File: config.mk
export PLATFORM = sky130hd
export DESIGN_NAME = qpil_mod
export DESIGN_NICKNAME = d
export VERILOG_FILES = /design/src/hw/rtl/qpil_pkg.sv /design/src/hw/rtl/qpil_mod.sv
export SDC_FILE = /design/constraint.sdc
export NUM_CORES = 1
export LEC_CHECK = 0
export BUFFER_PORTS_ARGS = -buffer_cell sky130_fd_sc_hd__buf_2
export CAP_MARGIN = 0
export CORE_UTILIZATION = 60
export CTS_BUF_LIST = sky130_fd_sc_hd__clkbuf_8
export CTS_CLUSTER_SIZE = 28
export DETAILED_ROUTE_END_ITERATION = 10
export PLACE_DENSITY = 0.82
export SYNTH_ARGS = -nofsm -noshare
export SYNTH_HDL_FRONTEND = slang
export SYNTH_SLANG_ARGS = --single-unit
File: constraint.sdc
create_clock -name clk -period 11.2 [get_ports clk]
set_input_delay 1.68 -clock clk [delete_from_list [all_inputs] [get_ports clk]]
set_output_delay 1.68 -clock clk [all_outputs]
set_load 0.02 [all_outputs]
File: src/hw/rtl/qpil_pkg.sv
package qpil_pkg;

  // Table sizes and field widths
  localparam int LOOKUP_DEPTH = 256;
  localparam int RECORD_DEPTH = 256;
  localparam int LADDR_W      = $clog2(LOOKUP_DEPTH);
  localparam int RADDR_W      = $clog2(RECORD_DEPTH);
  localparam int CNT_W        = 9;
  localparam int ENTRY_W      = 9;
  localparam int FIDX_W       = 9;
  localparam int QID_W        = 32;
  localparam int SLOT_W       = 8;
  localparam int CMD_W        = 2;
  localparam int PADDR_W      = 3;
  localparam int PDATA_W      = 32;

  // Remainder unit: bits retired per cycle
  localparam int MOD_STEP   = 4;
  localparam int MOD_CYCLES = QID_W / MOD_STEP;
  localparam int MODCNT_W   = $clog2(MOD_CYCLES);

  typedef enum logic [CMD_W-1:0] {
    CMD_WR_LOOKUP = 2'd0,
    CMD_WR_RECORD = 2'd1,
    CMD_FIND      = 2'd2,
    CMD_NONE      = 2'd3
  } cmd_t;

  // Register indexes on the configuration port
  localparam logic REG_LOOKUP_COUNT = 1'b0;
  localparam logic REG_RECORD_COUNT = 1'b1;

  // (a + 1) mod m, for a < m
  function automatic logic [LADDR_W-1:0] inc_mod(input logic [LADDR_W-1:0] a,
                                                 input logic [CNT_W-1:0] m);
    logic [CNT_W-1:0] sum;
    sum = CNT_W'(a) + CNT_W'(1);
    if (sum >= m) begin
      inc_mod = '0;
    end else begin
      inc_mod = LADDR_W'(sum);
    end
  endfunction

  // (a + b) mod m, for a, b < m
  function automatic logic [LADDR_W-1:0] add_mod(input logic [LADDR_W-1:0] a,
                                                 input logic [LADDR_W-1:0] b,
                                                 input logic [CNT_W-1:0] m);
    logic [CNT_W:0] sum;
    logic [CNT_W:0] diff;
    sum  = (CNT_W+1)'(a) + (CNT_W+1)'(b);
    diff = sum - (CNT_W+1)'(m);
    if (sum >= (CNT_W+1)'(m)) begin
      add_mod = LADDR_W'(diff);
    end else begin
      add_mod = LADDR_W'(sum);
    end
  endfunction

endpackage

File: src/hw/rtl/qpil_mod.sv
module qpil_mod (
  input  logic                        clk,
  input  logic                        rst,
  input  logic                        start,
  input  logic [qpil_pkg::QID_W-1:0]  dividend,
  input  logic [qpil_pkg::CNT_W-1:0]  divisor,
  output logic                        done,
  output logic [qpil_pkg::LADDR_W-1:0] remainder
);
  import qpil_pkg::*;

  logic                busy;
  logic [MODCNT_W-1:0] cnt;
  logic [QID_W-1:0]    dvd;
  logic [CNT_W-1:0]    divr;
  logic [CNT_W-1:0]    rem;
  logic [CNT_W-1:0]    rem_next;

  // Restoring remainder, MOD_STEP dividend bits per cycle, MSB first
  always_comb begin
    logic [CNT_W:0] r2;
    rem_next = rem;
    for (int i = 0; i < MOD_STEP; i++) begin
      r2 = {rem_next, dvd[QID_W-1-i]};
      if (r2 >= (CNT_W+1)'(divr)) begin
        r2 = r2 - (CNT_W+1)'(divr);
      end
      rem_next = CNT_W'(r2);
    end
  end

  always_ff @(posedge clk) begin
    if (rst) begin
      busy <= 1'b0;
      done <= 1'b0;
      cnt  <= '0;
    end else begin
      done <= 1'b0;
      if (start) begin
        busy <= 1'b1;
        cnt  <= '0;
      end else if (busy) begin
        cnt <= cnt + MODCNT_W'(1);
        if (cnt == MODCNT_W'(MOD_CYCLES - 1)) begin
          busy <= 1'b0;
          done <= 1'b1;
        end
      end
    end
  end

  always_ff @(posedge clk) begin
    if (start) begin
      dvd  <= dividend;
      divr <= divisor;
      rem  <= '0;
    end else if (busy) begin
      dvd <= dvd << MOD_STEP;
      rem <= rem_next;
    end
  end

  assign remainder = LADDR_W'(rem);

endmodule
## Word level (Yosys, flattened, before mapping)

Cells that the tools add are included.

- Register bits after elaboration: 55
- Input bits: 44
- Output and inout bits: 9
- Word-level logic and storage cells: 30

- Add/sub/neg operators: 5
- Order comparisons: 4
- Equal/unequal tests: 1
- Multiplexer cells: 10
- Bitwise operators: 1
- Reductions and logical operators: 3

Operators by type and width:

| operator | number |
|---|---|
| $mux 32 | 2 |
| $ge 10x9->1 | 4 |
| $mux 9 | 4 |
| $sub 9x9->9 | 4 |
| $mux 1 | 4 |
| $add 3x1->3 const B | 1 |
| $eq 3x3->1 const B | 1 |
| $reduce_or 3->1 | 1 |
| $reduce_bool 2->1 | 1 |
| $reduce_or 2->1 | 1 |
| $not 1->1 | 1 |

## Depth between registers and ports, before layout

Gate-level depths: netlist of the first run.

- Word-level depth: 8
- Mapped depth: 37

## Worst setup path before layout of the first run

OpenSTA, ideal clock, no wires.

- Kind: flip-flop to flip-flop
- Start point: reg dvd[31]
- End point: reg rem[0]
- Setup time: 0.079 ns
- Data arrival time: 7.969 ns
- Required time: 11.121 ns
- Setup slack: 3.152 ns
- Stages on the path, launching flop included: 36
- Path buffers: 3
- Clock period less this slack: 8.048 ns
- Path through: edfxtp_1 inv_1 ha_1 inv_1 fa_1 a211oi_2 o211ai_1 a21oi_2 buf_2 mux2_2 ha_1 a211oi_1 nor3b_1 o41ai_1 o2111ai_2 clkbuf_1 nor2_1 a21oi_1 fa_1 a21o_1 a21oi_1 o21ai_0 o22a_1 a2111oi_2 or2_1 mux2_2 ha_1 a21oi_1 nor2_1 nor2_1 o211ai_1 o21a_1 a2111o_1 buf_4 mux2_4 a211oi_2

- Longest elaborated chain between the ends: 8

Ends and longest elaborated chain:

| item | line | source |
|---|---|---|
| start, declared | qpil_mod.sv:14 | `logic [QID_W-1:0] dvd;` |
| start signal, assigned | qpil_mod.sv:54 | `dvd <= dividend;` |
| start signal, assigned | qpil_mod.sv:58 | `dvd <= dvd << MOD_STEP;` |
| $sub 9x9->9 or $ge 10x9->1 (tied branches) | qpil_mod.sv:26, qpil_mod.sv:25 |  |
| $mux 9 * | qpil_mod.sv:25 | `if (r2 >= (CNT_W+1)'(divr)) begin` |
| $sub 9x9->9 or $ge 10x9->1 (tied branches) | qpil_mod.sv:26, qpil_mod.sv:25 |  |
| $mux 9 * | qpil_mod.sv:25 |  |
| $sub 9x9->9 or $ge 10x9->1 (tied branches) | qpil_mod.sv:26, qpil_mod.sv:25 |  |
| $mux 9 * | qpil_mod.sv:25 |  |
| $ge 10x9->1 * | qpil_mod.sv:25 |  |
| $mux 9 * | qpil_mod.sv:25 |  |
| end signal, assigned | qpil_mod.sv:59 | `rem <= rem_next;` |
| end, declared | qpil_mod.sv:16 | `logic [CNT_W-1:0] rem;` |

Mark *: on every way between the ends. The rest lies on a longest branch, timed or not.
A chain may end at the register's enable or synchronous reset.

## Final worst setup path of the first run

- Start point: reg divr[1]
- End point: reg rem[0]

- Longest elaborated chain between the ends: 8

Ends and longest elaborated chain:

| item | line | source |
|---|---|---|
| start, declared | qpil_mod.sv:15 | `logic [CNT_W-1:0] divr;` |
| start signal, assigned | qpil_mod.sv:55 | `divr <= divisor;` |
| $sub 9x9->9 or $ge 10x9->1 (tied branches) | qpil_mod.sv:26, qpil_mod.sv:25 |  |
| $mux 9 | qpil_mod.sv:25 |  |
| $sub 9x9->9 or $ge 10x9->1 (tied branches) | qpil_mod.sv:26, qpil_mod.sv:25 |  |
| $mux 9 | qpil_mod.sv:25 |  |
| $sub 9x9->9 or $ge 10x9->1 (tied branches) | qpil_mod.sv:26, qpil_mod.sv:25 |  |
| $mux 9 | qpil_mod.sv:25 |  |
| $ge 10x9->1 * | qpil_mod.sv:25 |  |
| $mux 9 * | qpil_mod.sv:25 |  |

Marks and branches as above.

==> results summary, run 1 <==
After synthesis, the share of flip-flops with an asynchronous set or reset is 0%. The later-pin clock latency in the skew report is ~0.31 ns. The placeable core region is about 6500 sq um.

The final critical-path share of the clock period came out at approximately 80%. The startpoint identified for the worst register-to-register timing path is divr[1]. The number of cells on the worst reg-to-reg path is 30. Synthesis instantiated 47 different standard cells from the library. The worst hold path depth came out at 2. In this run the clock root is driven by a clkbuf_8.

Across every metal layer, demand over resource in global routing totals 25.3%. The global placement routability congestion came out at ~0.91. During synthesis, Yosys emitted a total of 0 warnings. After detailed routing, the number of vias per cell comes to around 6.1. The H-tree depth came out at 2. The floorplan die area is between 7000 and 8000 sq um.

The share of final-layout standard cells stronger than drive strength 1 came out at between 20% and 30%. The maximum clock path buffer count came out at 2. The count of input and output buffers is 52. The worst hold path belongs to the class reg2reg.

The flip-flop and latch count after synthesis is 55. The initialized floorplan defines 29 standard-cell rows. The number of remaining DRC errors is 0. The worst setup path is of the reg2reg kind.

The fill cell total of the finished layout is ~500. Setup repair after global routing left no endpoint under its margin. The portion of the post-synthesis area used by sequential elements came out at 37.1%. The number of sinks handled by clock tree synthesis is 55. Once detail routing completed, the nets flagged for antenna violations numbered 0.

The worst-case register-to-register setup slack came out at about 2.0 ns. The flow ran to the end, and the final reports show no timing, DRC or antenna violations. The max capacitance violation total came out at 0. The max-slew violation count is 0. The path with the worst hold slack has its endpoint at rem[8]. TritonCTS built the clock tree.

The clock slew at the register clock pins of the worst setup and hold paths came out at 0.10 ns. The final layout contains around 500 nets. The startpoint identified for the worst hold timing path is rem[8].

The hold buffer count at cts is 0. The die is about 84 microns wide. The number of detailed-route iterations in the first pass is 4. The post-CTS setup buffer count is 0. The total congestion overflow after global routing is 0. The netlist area before placement came out at roughly 4100 sq um. The maximum fanout along the worst path is 14. The endpoint kind of the worst setup timing path is a flip-flop. At the pin with the least slew margin, the transition time is between 0.8 and 0.9 ns. Yosys mapped a number of flops with a built-in enable equal to ~40.

The iteration-0 DRC count of the detailed router came out at 180. The final critical path time including I/O delays and setup came out at slightly above 9 ns. The net count after synthesis came out at between 400 and 500. The top-level port count came out at 53. The repair_antennas step left the layout with diodes totalling 0. The worst-case headroom to the max-slew limit came out at around two fifths. Entering global routing, the biggest net connects 58 pins.

The initial antenna violation count is 0. The HPWL after detailed placement is about 6.4 mm. The mean post-synth cell area came out at between 10 and 15 sq um. Gates resized during post-CTS repair numbered 0.

The number of global-route vias before repair is 3087. The final number of hold-violating endpoints came out at 0. For this block, the routed nets add up to approximately 8.3 mm of wire.

The required time of the critical path is roughly 11 ns. The slowest stage of the critical path belongs to the cell a2111o_1. The endpoint identified for the worst register-to-register timing path is rem[0]. The total of endpoints with negative setup slack in the final report came out at 0. By instance count, the cell type seen most on the critical path is a21oi_1. The peak clock frequency supported by timing came out at around 110 MHz.

The die outline height came out at roughly 84 microns. The setup total negative slack is 0 ns. The initial standard-cell utilization of the core is between 60 and 70%. The wire length of the first global-routing pass came out at around 14 mm.

The total number of vias is between 3000 and 4000. The data arrival time of the worst path came out at between 9 and 10 ns. The worst setup path is launched from a flip-flop.

The total CTS buffers came out at 5. The worst clock skew came out at around 0.0094 ns. Counting every instance in the synthesized netlist gives just under 400. The area growth from synthesis to layout is 8.86%. The most used flip-flop cell after synthesis is edfxtp_1. For this run, the slowest stage of the critical path takes 0.57 ns. Dividing the detail-routed wire length by the instance count gives 16.5 microns.
-- per-stage QoR --
stage,cells,util [%],setup slack [ns],hold slack [ns],cell area [sq um]
3_5_place_dp,496,67.0,2.11,0.513,4330
4_1_cts,504,68.6,2.05,0.527,4430
3_3_place_gp,496,67.0,2.49,0.510,4330
5_1_grt,504,68.6,1.29,0.544,4430
2_1_floorplan,385,-,3.15,0.478,4070
6_report,504,68.6,2.02,0.534,4430
-- flip-flops by register name, summed over array words and instances (netlist names) --
register  count
busy          1
cnt           3
divr          9
done          1
dvd          32
rem           9
-- kinds of logic after synthesis --
logic type | share of synthesized area [%]
adders and majority gates | 13.7
buffers and inverters | 4.83
and+or+nand+nor | 9.62
xor gates and xnor gates | 5.17
AOI/OAI and AO/OA | 14.9
DFF | 37.1
muxes | 14.7
-- critical path: cells and delay by family (launching register included) --
kind                       cells  cell delay (ns)
buffers and inverters          1             0.21
and+or+nand+nor                4             0.60
DFF                            1             0.40
AOI/OAI and AO/OA             18             5.04
muxes                          3             1.15
adders and majority gates      4             1.69
-- cell usage after synthesis, types with 2 or more instances --
master / instances / area (sq um)
a211o_1: 2 / 17.5
a211oi_1: 12 / 90.1
a211oi_2: 2 / 25.0
a21o_1: 8 / 60.1
a21oi_1: 23 / 115
and2_1: 6 / 37.5
buf_4: 9 / 67.6
clkbuf_1: 9 / 33.8
dfxtp_1: 14 / 280
edfxtp_1: 41 / 1230
fa_1: 4 / 80.1
ha_1: 38 / 475
inv_1: 24 / 90.1
mux2_2: 41 / 462
mux2i_1: 12 / 120
nand2_1: 6 / 22.5
nand2b_1: 7 / 43.8
nand4_1: 7 / 43.8
nor2_1: 33 / 124
nor2b_1: 4 / 25.0
nor3_1: 10 / 50.1
nor3b_1: 2 / 15.0
o211ai_1: 5 / 37.5
o21a_1: 3 / 22.5
o21ai_0: 12 / 60.1
o21bai_1: 4 / 30.0
o31ai_1: 2 / 15.0
o41ai_1: 3 / 26.3
or2_2: 2 / 12.5
xnor2_1: 16 / 140
xor2_1: 8 / 70.1
-- cell type report --
class	count	area [sq um]	share of cell area (%)
timing repair buffer	53	268	6.05
sequential	55	1510	34.1
clock inverter	2	20.0	0.452
multi-input combinational	287	2360	53.3
clock buffer	6	82.6	1.86
tap	77	96.3	2.18
inverter	24	90.1	2.03
-- metal layers --
layer / vias up / GRT usage (%) / wire (microns)
met2: 75 / 43.9 / 4020
li1: 1502 / - / -
met4: 0 / 8.17 / 128
met3: 11 / 3.83 / 463
met1: 1463 / 32.6 / 3700
met5: - / 0 / 0
-- layout by cell type (no fill, tap or decap), types with 8 or more instances in the layout --
master     n
dfxtp_1   14
a211oi_1  12
a21o_1     8
a21oi_1   23
buf_2     52
inv_1     24
nor3_1    10
xor2_1     8
mux2_2    41
mux2i_1   12
ha_1      38
edfxtp_1  41
nor2_1    33
o21ai_0   12
xnor2_1   16
-- how the worst max path moves through the flow --
stage | startpoint | to | slack (ns) | cells after the start
final | divr[1] | rem[0] | 2.02 | 30
after global routing | divr[1] | rem[0] | 1.29 | 30
after CTS | divr[1] | rem[0] | 2.05 | 30
after detailed placement | divr[1] | rem[0] | 2.11 | 30
after global placement | divr[0] | rem[0] | 2.49 | 31
after floorplan | dvd[31] | rem[0] | 3.15 | 35
Power of run 1 is not shown: default switching activity piles up to over one toggle a cycle in this logic, so the estimate is an artifact.
==> run 2: changes to the inputs <==
- ABC_AREA: unset -> 1
- CORE_UTILIZATION: 60 -> 55
- PLACE_DENSITY: 0.82 -> 0.79
- clock period: 11.2 -> 7.6 ns (I/O delays scaled with it)
==> run 2 against run 1 <==
Net effect: die area is 18% higher; synthesized cell count up 51%; global-route usage shrank 0.27 points; maximum frequency grew 32%; critical path type unchanged.
==> results summary, run 2 <==
The run finished with clean final reports. The post-route netlist has 17.1% of its cells at a drive strength greater than 1. The aggregate routed wire length is slightly above 10 mm. The number of distinct library cells after synthesis is 41. The initial standard-cell utilization of the core is a little under three fifths.

The maximum number of pins on one net before global-route repair is 46. The final number of hold-violating endpoints came out at 0. The most common cell after layout, fill and taps aside is nand2_1.

The number of flops mapped to enable cells by yosys is between 40 and 50. The startpoint identified for the worst hold timing path is cnt[2]. STA classifies the critical path startpoint as a flip-flop.

The die outline height is 91.7 microns. After floorplanning, the core was divided into 32 placement rows. In the synthesized netlist the async set-or-reset flop fraction comes to 0%. The count of input and output buffers came out at 52. The most common cell in the synthesized netlist is nand2_1.

Yosys attributes the largest share of cell area to edfxtp_1 28%, nand2_1 19%, ha_1 11%. After detailed routing, the number of vias per cell comes to roughly 5.3. Once placement completed, the tool counted placed cells totaling just over 700. The number of nets in the synthesized netlist is ~670. In this run the tightest slew margin relative to its limit is 22.9%.

The repair_antennas step left the layout with diodes totalling 0. The final layout net count is 711. Setup repair after global routing left no endpoint under its margin. Before antenna repair, the detailed router went through 5 iterations. The cell taking the most area after synthesis is edfxtp_1. The startpoint identified for the worst register-to-register timing path is dvd[31]. The floorplan step set the die width to slightly above 90 microns. Of the available clock period, the critical path in the final layout requires 91.8%.

The initial antenna violation count came out at 0. The fill cell total of the finished layout is roughly 700. The setup total negative slack came out at 0 ns. The top-level port count is 53. Of the post-synthesis cell area, the part taken by muxes is 0%. Once detailed placement completed, the half-perimeter wirelength came to 7.87 mm.

The number of warning messages in the yosys log came out at 0. In the layout the commonest cells are 219 x nand2_1, 74 x inv_1, 52 x buf_2, 41 x edfxtp_1, 38 x ha_1. The floorplan die area came out at ~8400 sq um. After synthesis, the most frequently instantiated cells are 219 x nand2_1, 74 x inv_1, 41 x edfxtp_1. The arithmetic-cell share of the synthesized area counting full adders, half adders and majority gates came out at roughly 13%.

The number of remaining DRC errors came out at 0. The total number of vias is between 3000 and 4000. The complex-gate fraction of the synthesized area came out at a little over 7%.

The cell count after synthesis came out at just under 600. The synthesis-to-layout area growth came out at 9.60%. The critical path starts at dvd[31]. The max capacitance violation total is 0. The maximum fanout along the worst path came out at 17.

The H-tree depth came out at 2. The max-slew violation count is 0. STA puts the critical path data arrival time at a little over 7 ns.

For this run, the slowest stage of the critical path takes 0.44 ns. The total CTS buffers is 5. Clock latency on the worst-skew pair, taken at its later pin, is 0.31 ns. The total of endpoints with negative setup slack in the final report is 0.

The area share of and/or/nand/nor cells after synthesis is 31.9%. The worst path needs approximately 7.0 ns of the cycle, external delays included. The critical path's most frequent cell is nand2_1. Summing the sequential cell areas from Yosys gives between 30% and 40% of the chip area. The clock drives 55 sinks. In the final layout, the registers with the most flip-flops are dvd (32), divr (9), rem (9).

The type of the worst setup path is reg2reg. The number of hold buffers added after CTS was 0. The most used flip-flop cell after synthesis is edfxtp_1. The main combinational cell family by area after synthesis is simple AND/OR/NAND/NOR gates. The congestion estimate from routability-driven global placement came to 0.954. The final standard cell count with taps included and fillers excluded is 728.

The worst-case register-to-register setup slack is 0.62 ns. The netlist area before placement is between 4000 and 5000 sq um. The overall routing resource usage came out at around 25%. The region available for standard cell placement spans roughly 8000 sq um. The count of antenna-violating nets left after detailed routing is 0. The register name with the most flops is dvd. The worst setup path is captured at a flip-flop. The peak clock frequency supported by timing came out at 143 MHz.

The wire length of the first global-routing pass is ~17 mm. The transition time of the tightest slew-check pin came out at 1.16 ns. The flip-flop and latch count after synthesis came out at 55. The wire length per cell is between 10 and 15 microns. The worst min-delay path class is reg2reg. The number of global-route vias before repair came out at 3690.

The slowest stage cell on the critical path is fa_1. The iteration-0 DRC count of the detailed router came out at between 200 and 250. The tree is rooted in a clkbuf_8.

The maximum clock path buffer count came out at 2. The synthesized netlist devotes 4.95% of its cell area to XOR and XNOR gates. After clock tree synthesis, the clock-pin slew on the worst setup and hold paths is approximately 0.11 ns. The fraction of synthesized cell area taken by the top area cell type came out at 27.9%. TritonCTS built the clock tree. The flip-flop count of the largest register, all copies and words added is 32. The total congestion overflow after global routing is 0. The required time of the critical path came out at between 7 and 8 ns. The mean post-synth cell area came out at ~7.6 sq um. The worst clock skew is between 0.015 and 0.02 ns.

The tightest hold margin came out at 0.483 ns.
[run 2: changes by cell type in the layout (fill, tap and decap cells not counted), sizes merged, moves of 6 or more]
cell,previous run,this run
nor2,33,21
xor2,8,15
nand2,6,231
nand3,1,37
nand2b,7,0
mux2,42,0
mux2i,12,0
and2,6,0
inv,25,78
a211oi,14,1
xnor2,16,10
[run 2: area by class of cell]
class,count,area (sq um),area share [%]
multi-input combinational,429,2530,52.1
clock buffer,5,68.8,1.42
inverter,77,293,6.04
tap,102,128,2.63
sequential,55,1510,31.2
clock inverter,3,20.0,0.413
timing repair buffer,57,298,6.15
[run 2: critical path: cells and delay by family (launching register included)]
family | cells | cell delay [ns]
compound gates | 10 | 1.91
fa+ha+maj | 5 | 1.67
buf+inv | 6 | 0.59
flops | 1 | 0.43
simple gates | 22 | 2.31
[run 2: final timing paths]
path,endpoint,depth (start not counted)
max,rem[4],43
max reg2reg,rem[4],43
min reg2reg,cnt[2],2
min,cnt[2],2
[run 2: cells by family (layout without fill, tap and decap cells)]
group                      Yosys count  after routing
DFF                                 55             55
and+or+nand+nor                    311            311
AOI/OAI and AO/OA                   51             51
buffers and inverters               97            142
xor gates and xnor gates            25             25
adders and majority gates           42             42
[run 2: repair_timing]
| item | 4_1_cts | 5_1_grt |
|---|---|---|
| resized for setup | 0 | 8 |
| setup buffers | 0 | 3 |
| endpoints found under the setup margin | 0 | 8 |
[run 2: metal layers]
metal / up-vias / track usage, % / routed length [microns] / share of wire, %
li1: 1953 / - / - / -
met1: 1742 / 30.9 / 4440 / 44
met2: 123 / 44.2 / 4930 / 49
met3: 27 / 2.57 / 417 / 4.1
met4: 0 / 10.8 / 352 / 3.5
met5: - / 0 / 0 / 0
[run 2: metrics by stage]
| step | instance area, sq um | worst slack [ns] | util (%) |
|---|---|---|---|
| after detailed placement | 4700 | 0.411 | 60.6 |
| after global placement | 4700 | 0.479 | 60.6 |
| final | 4840 | 0.622 | 62.4 |
| after floorplan | 4420 | 1.26 | - |
| after CTS | 4790 | 0.407 | 61.7 |
| after global routing | 4840 | 0.0167 | 62.4 |
Power of run 2 is left out for the same reason.
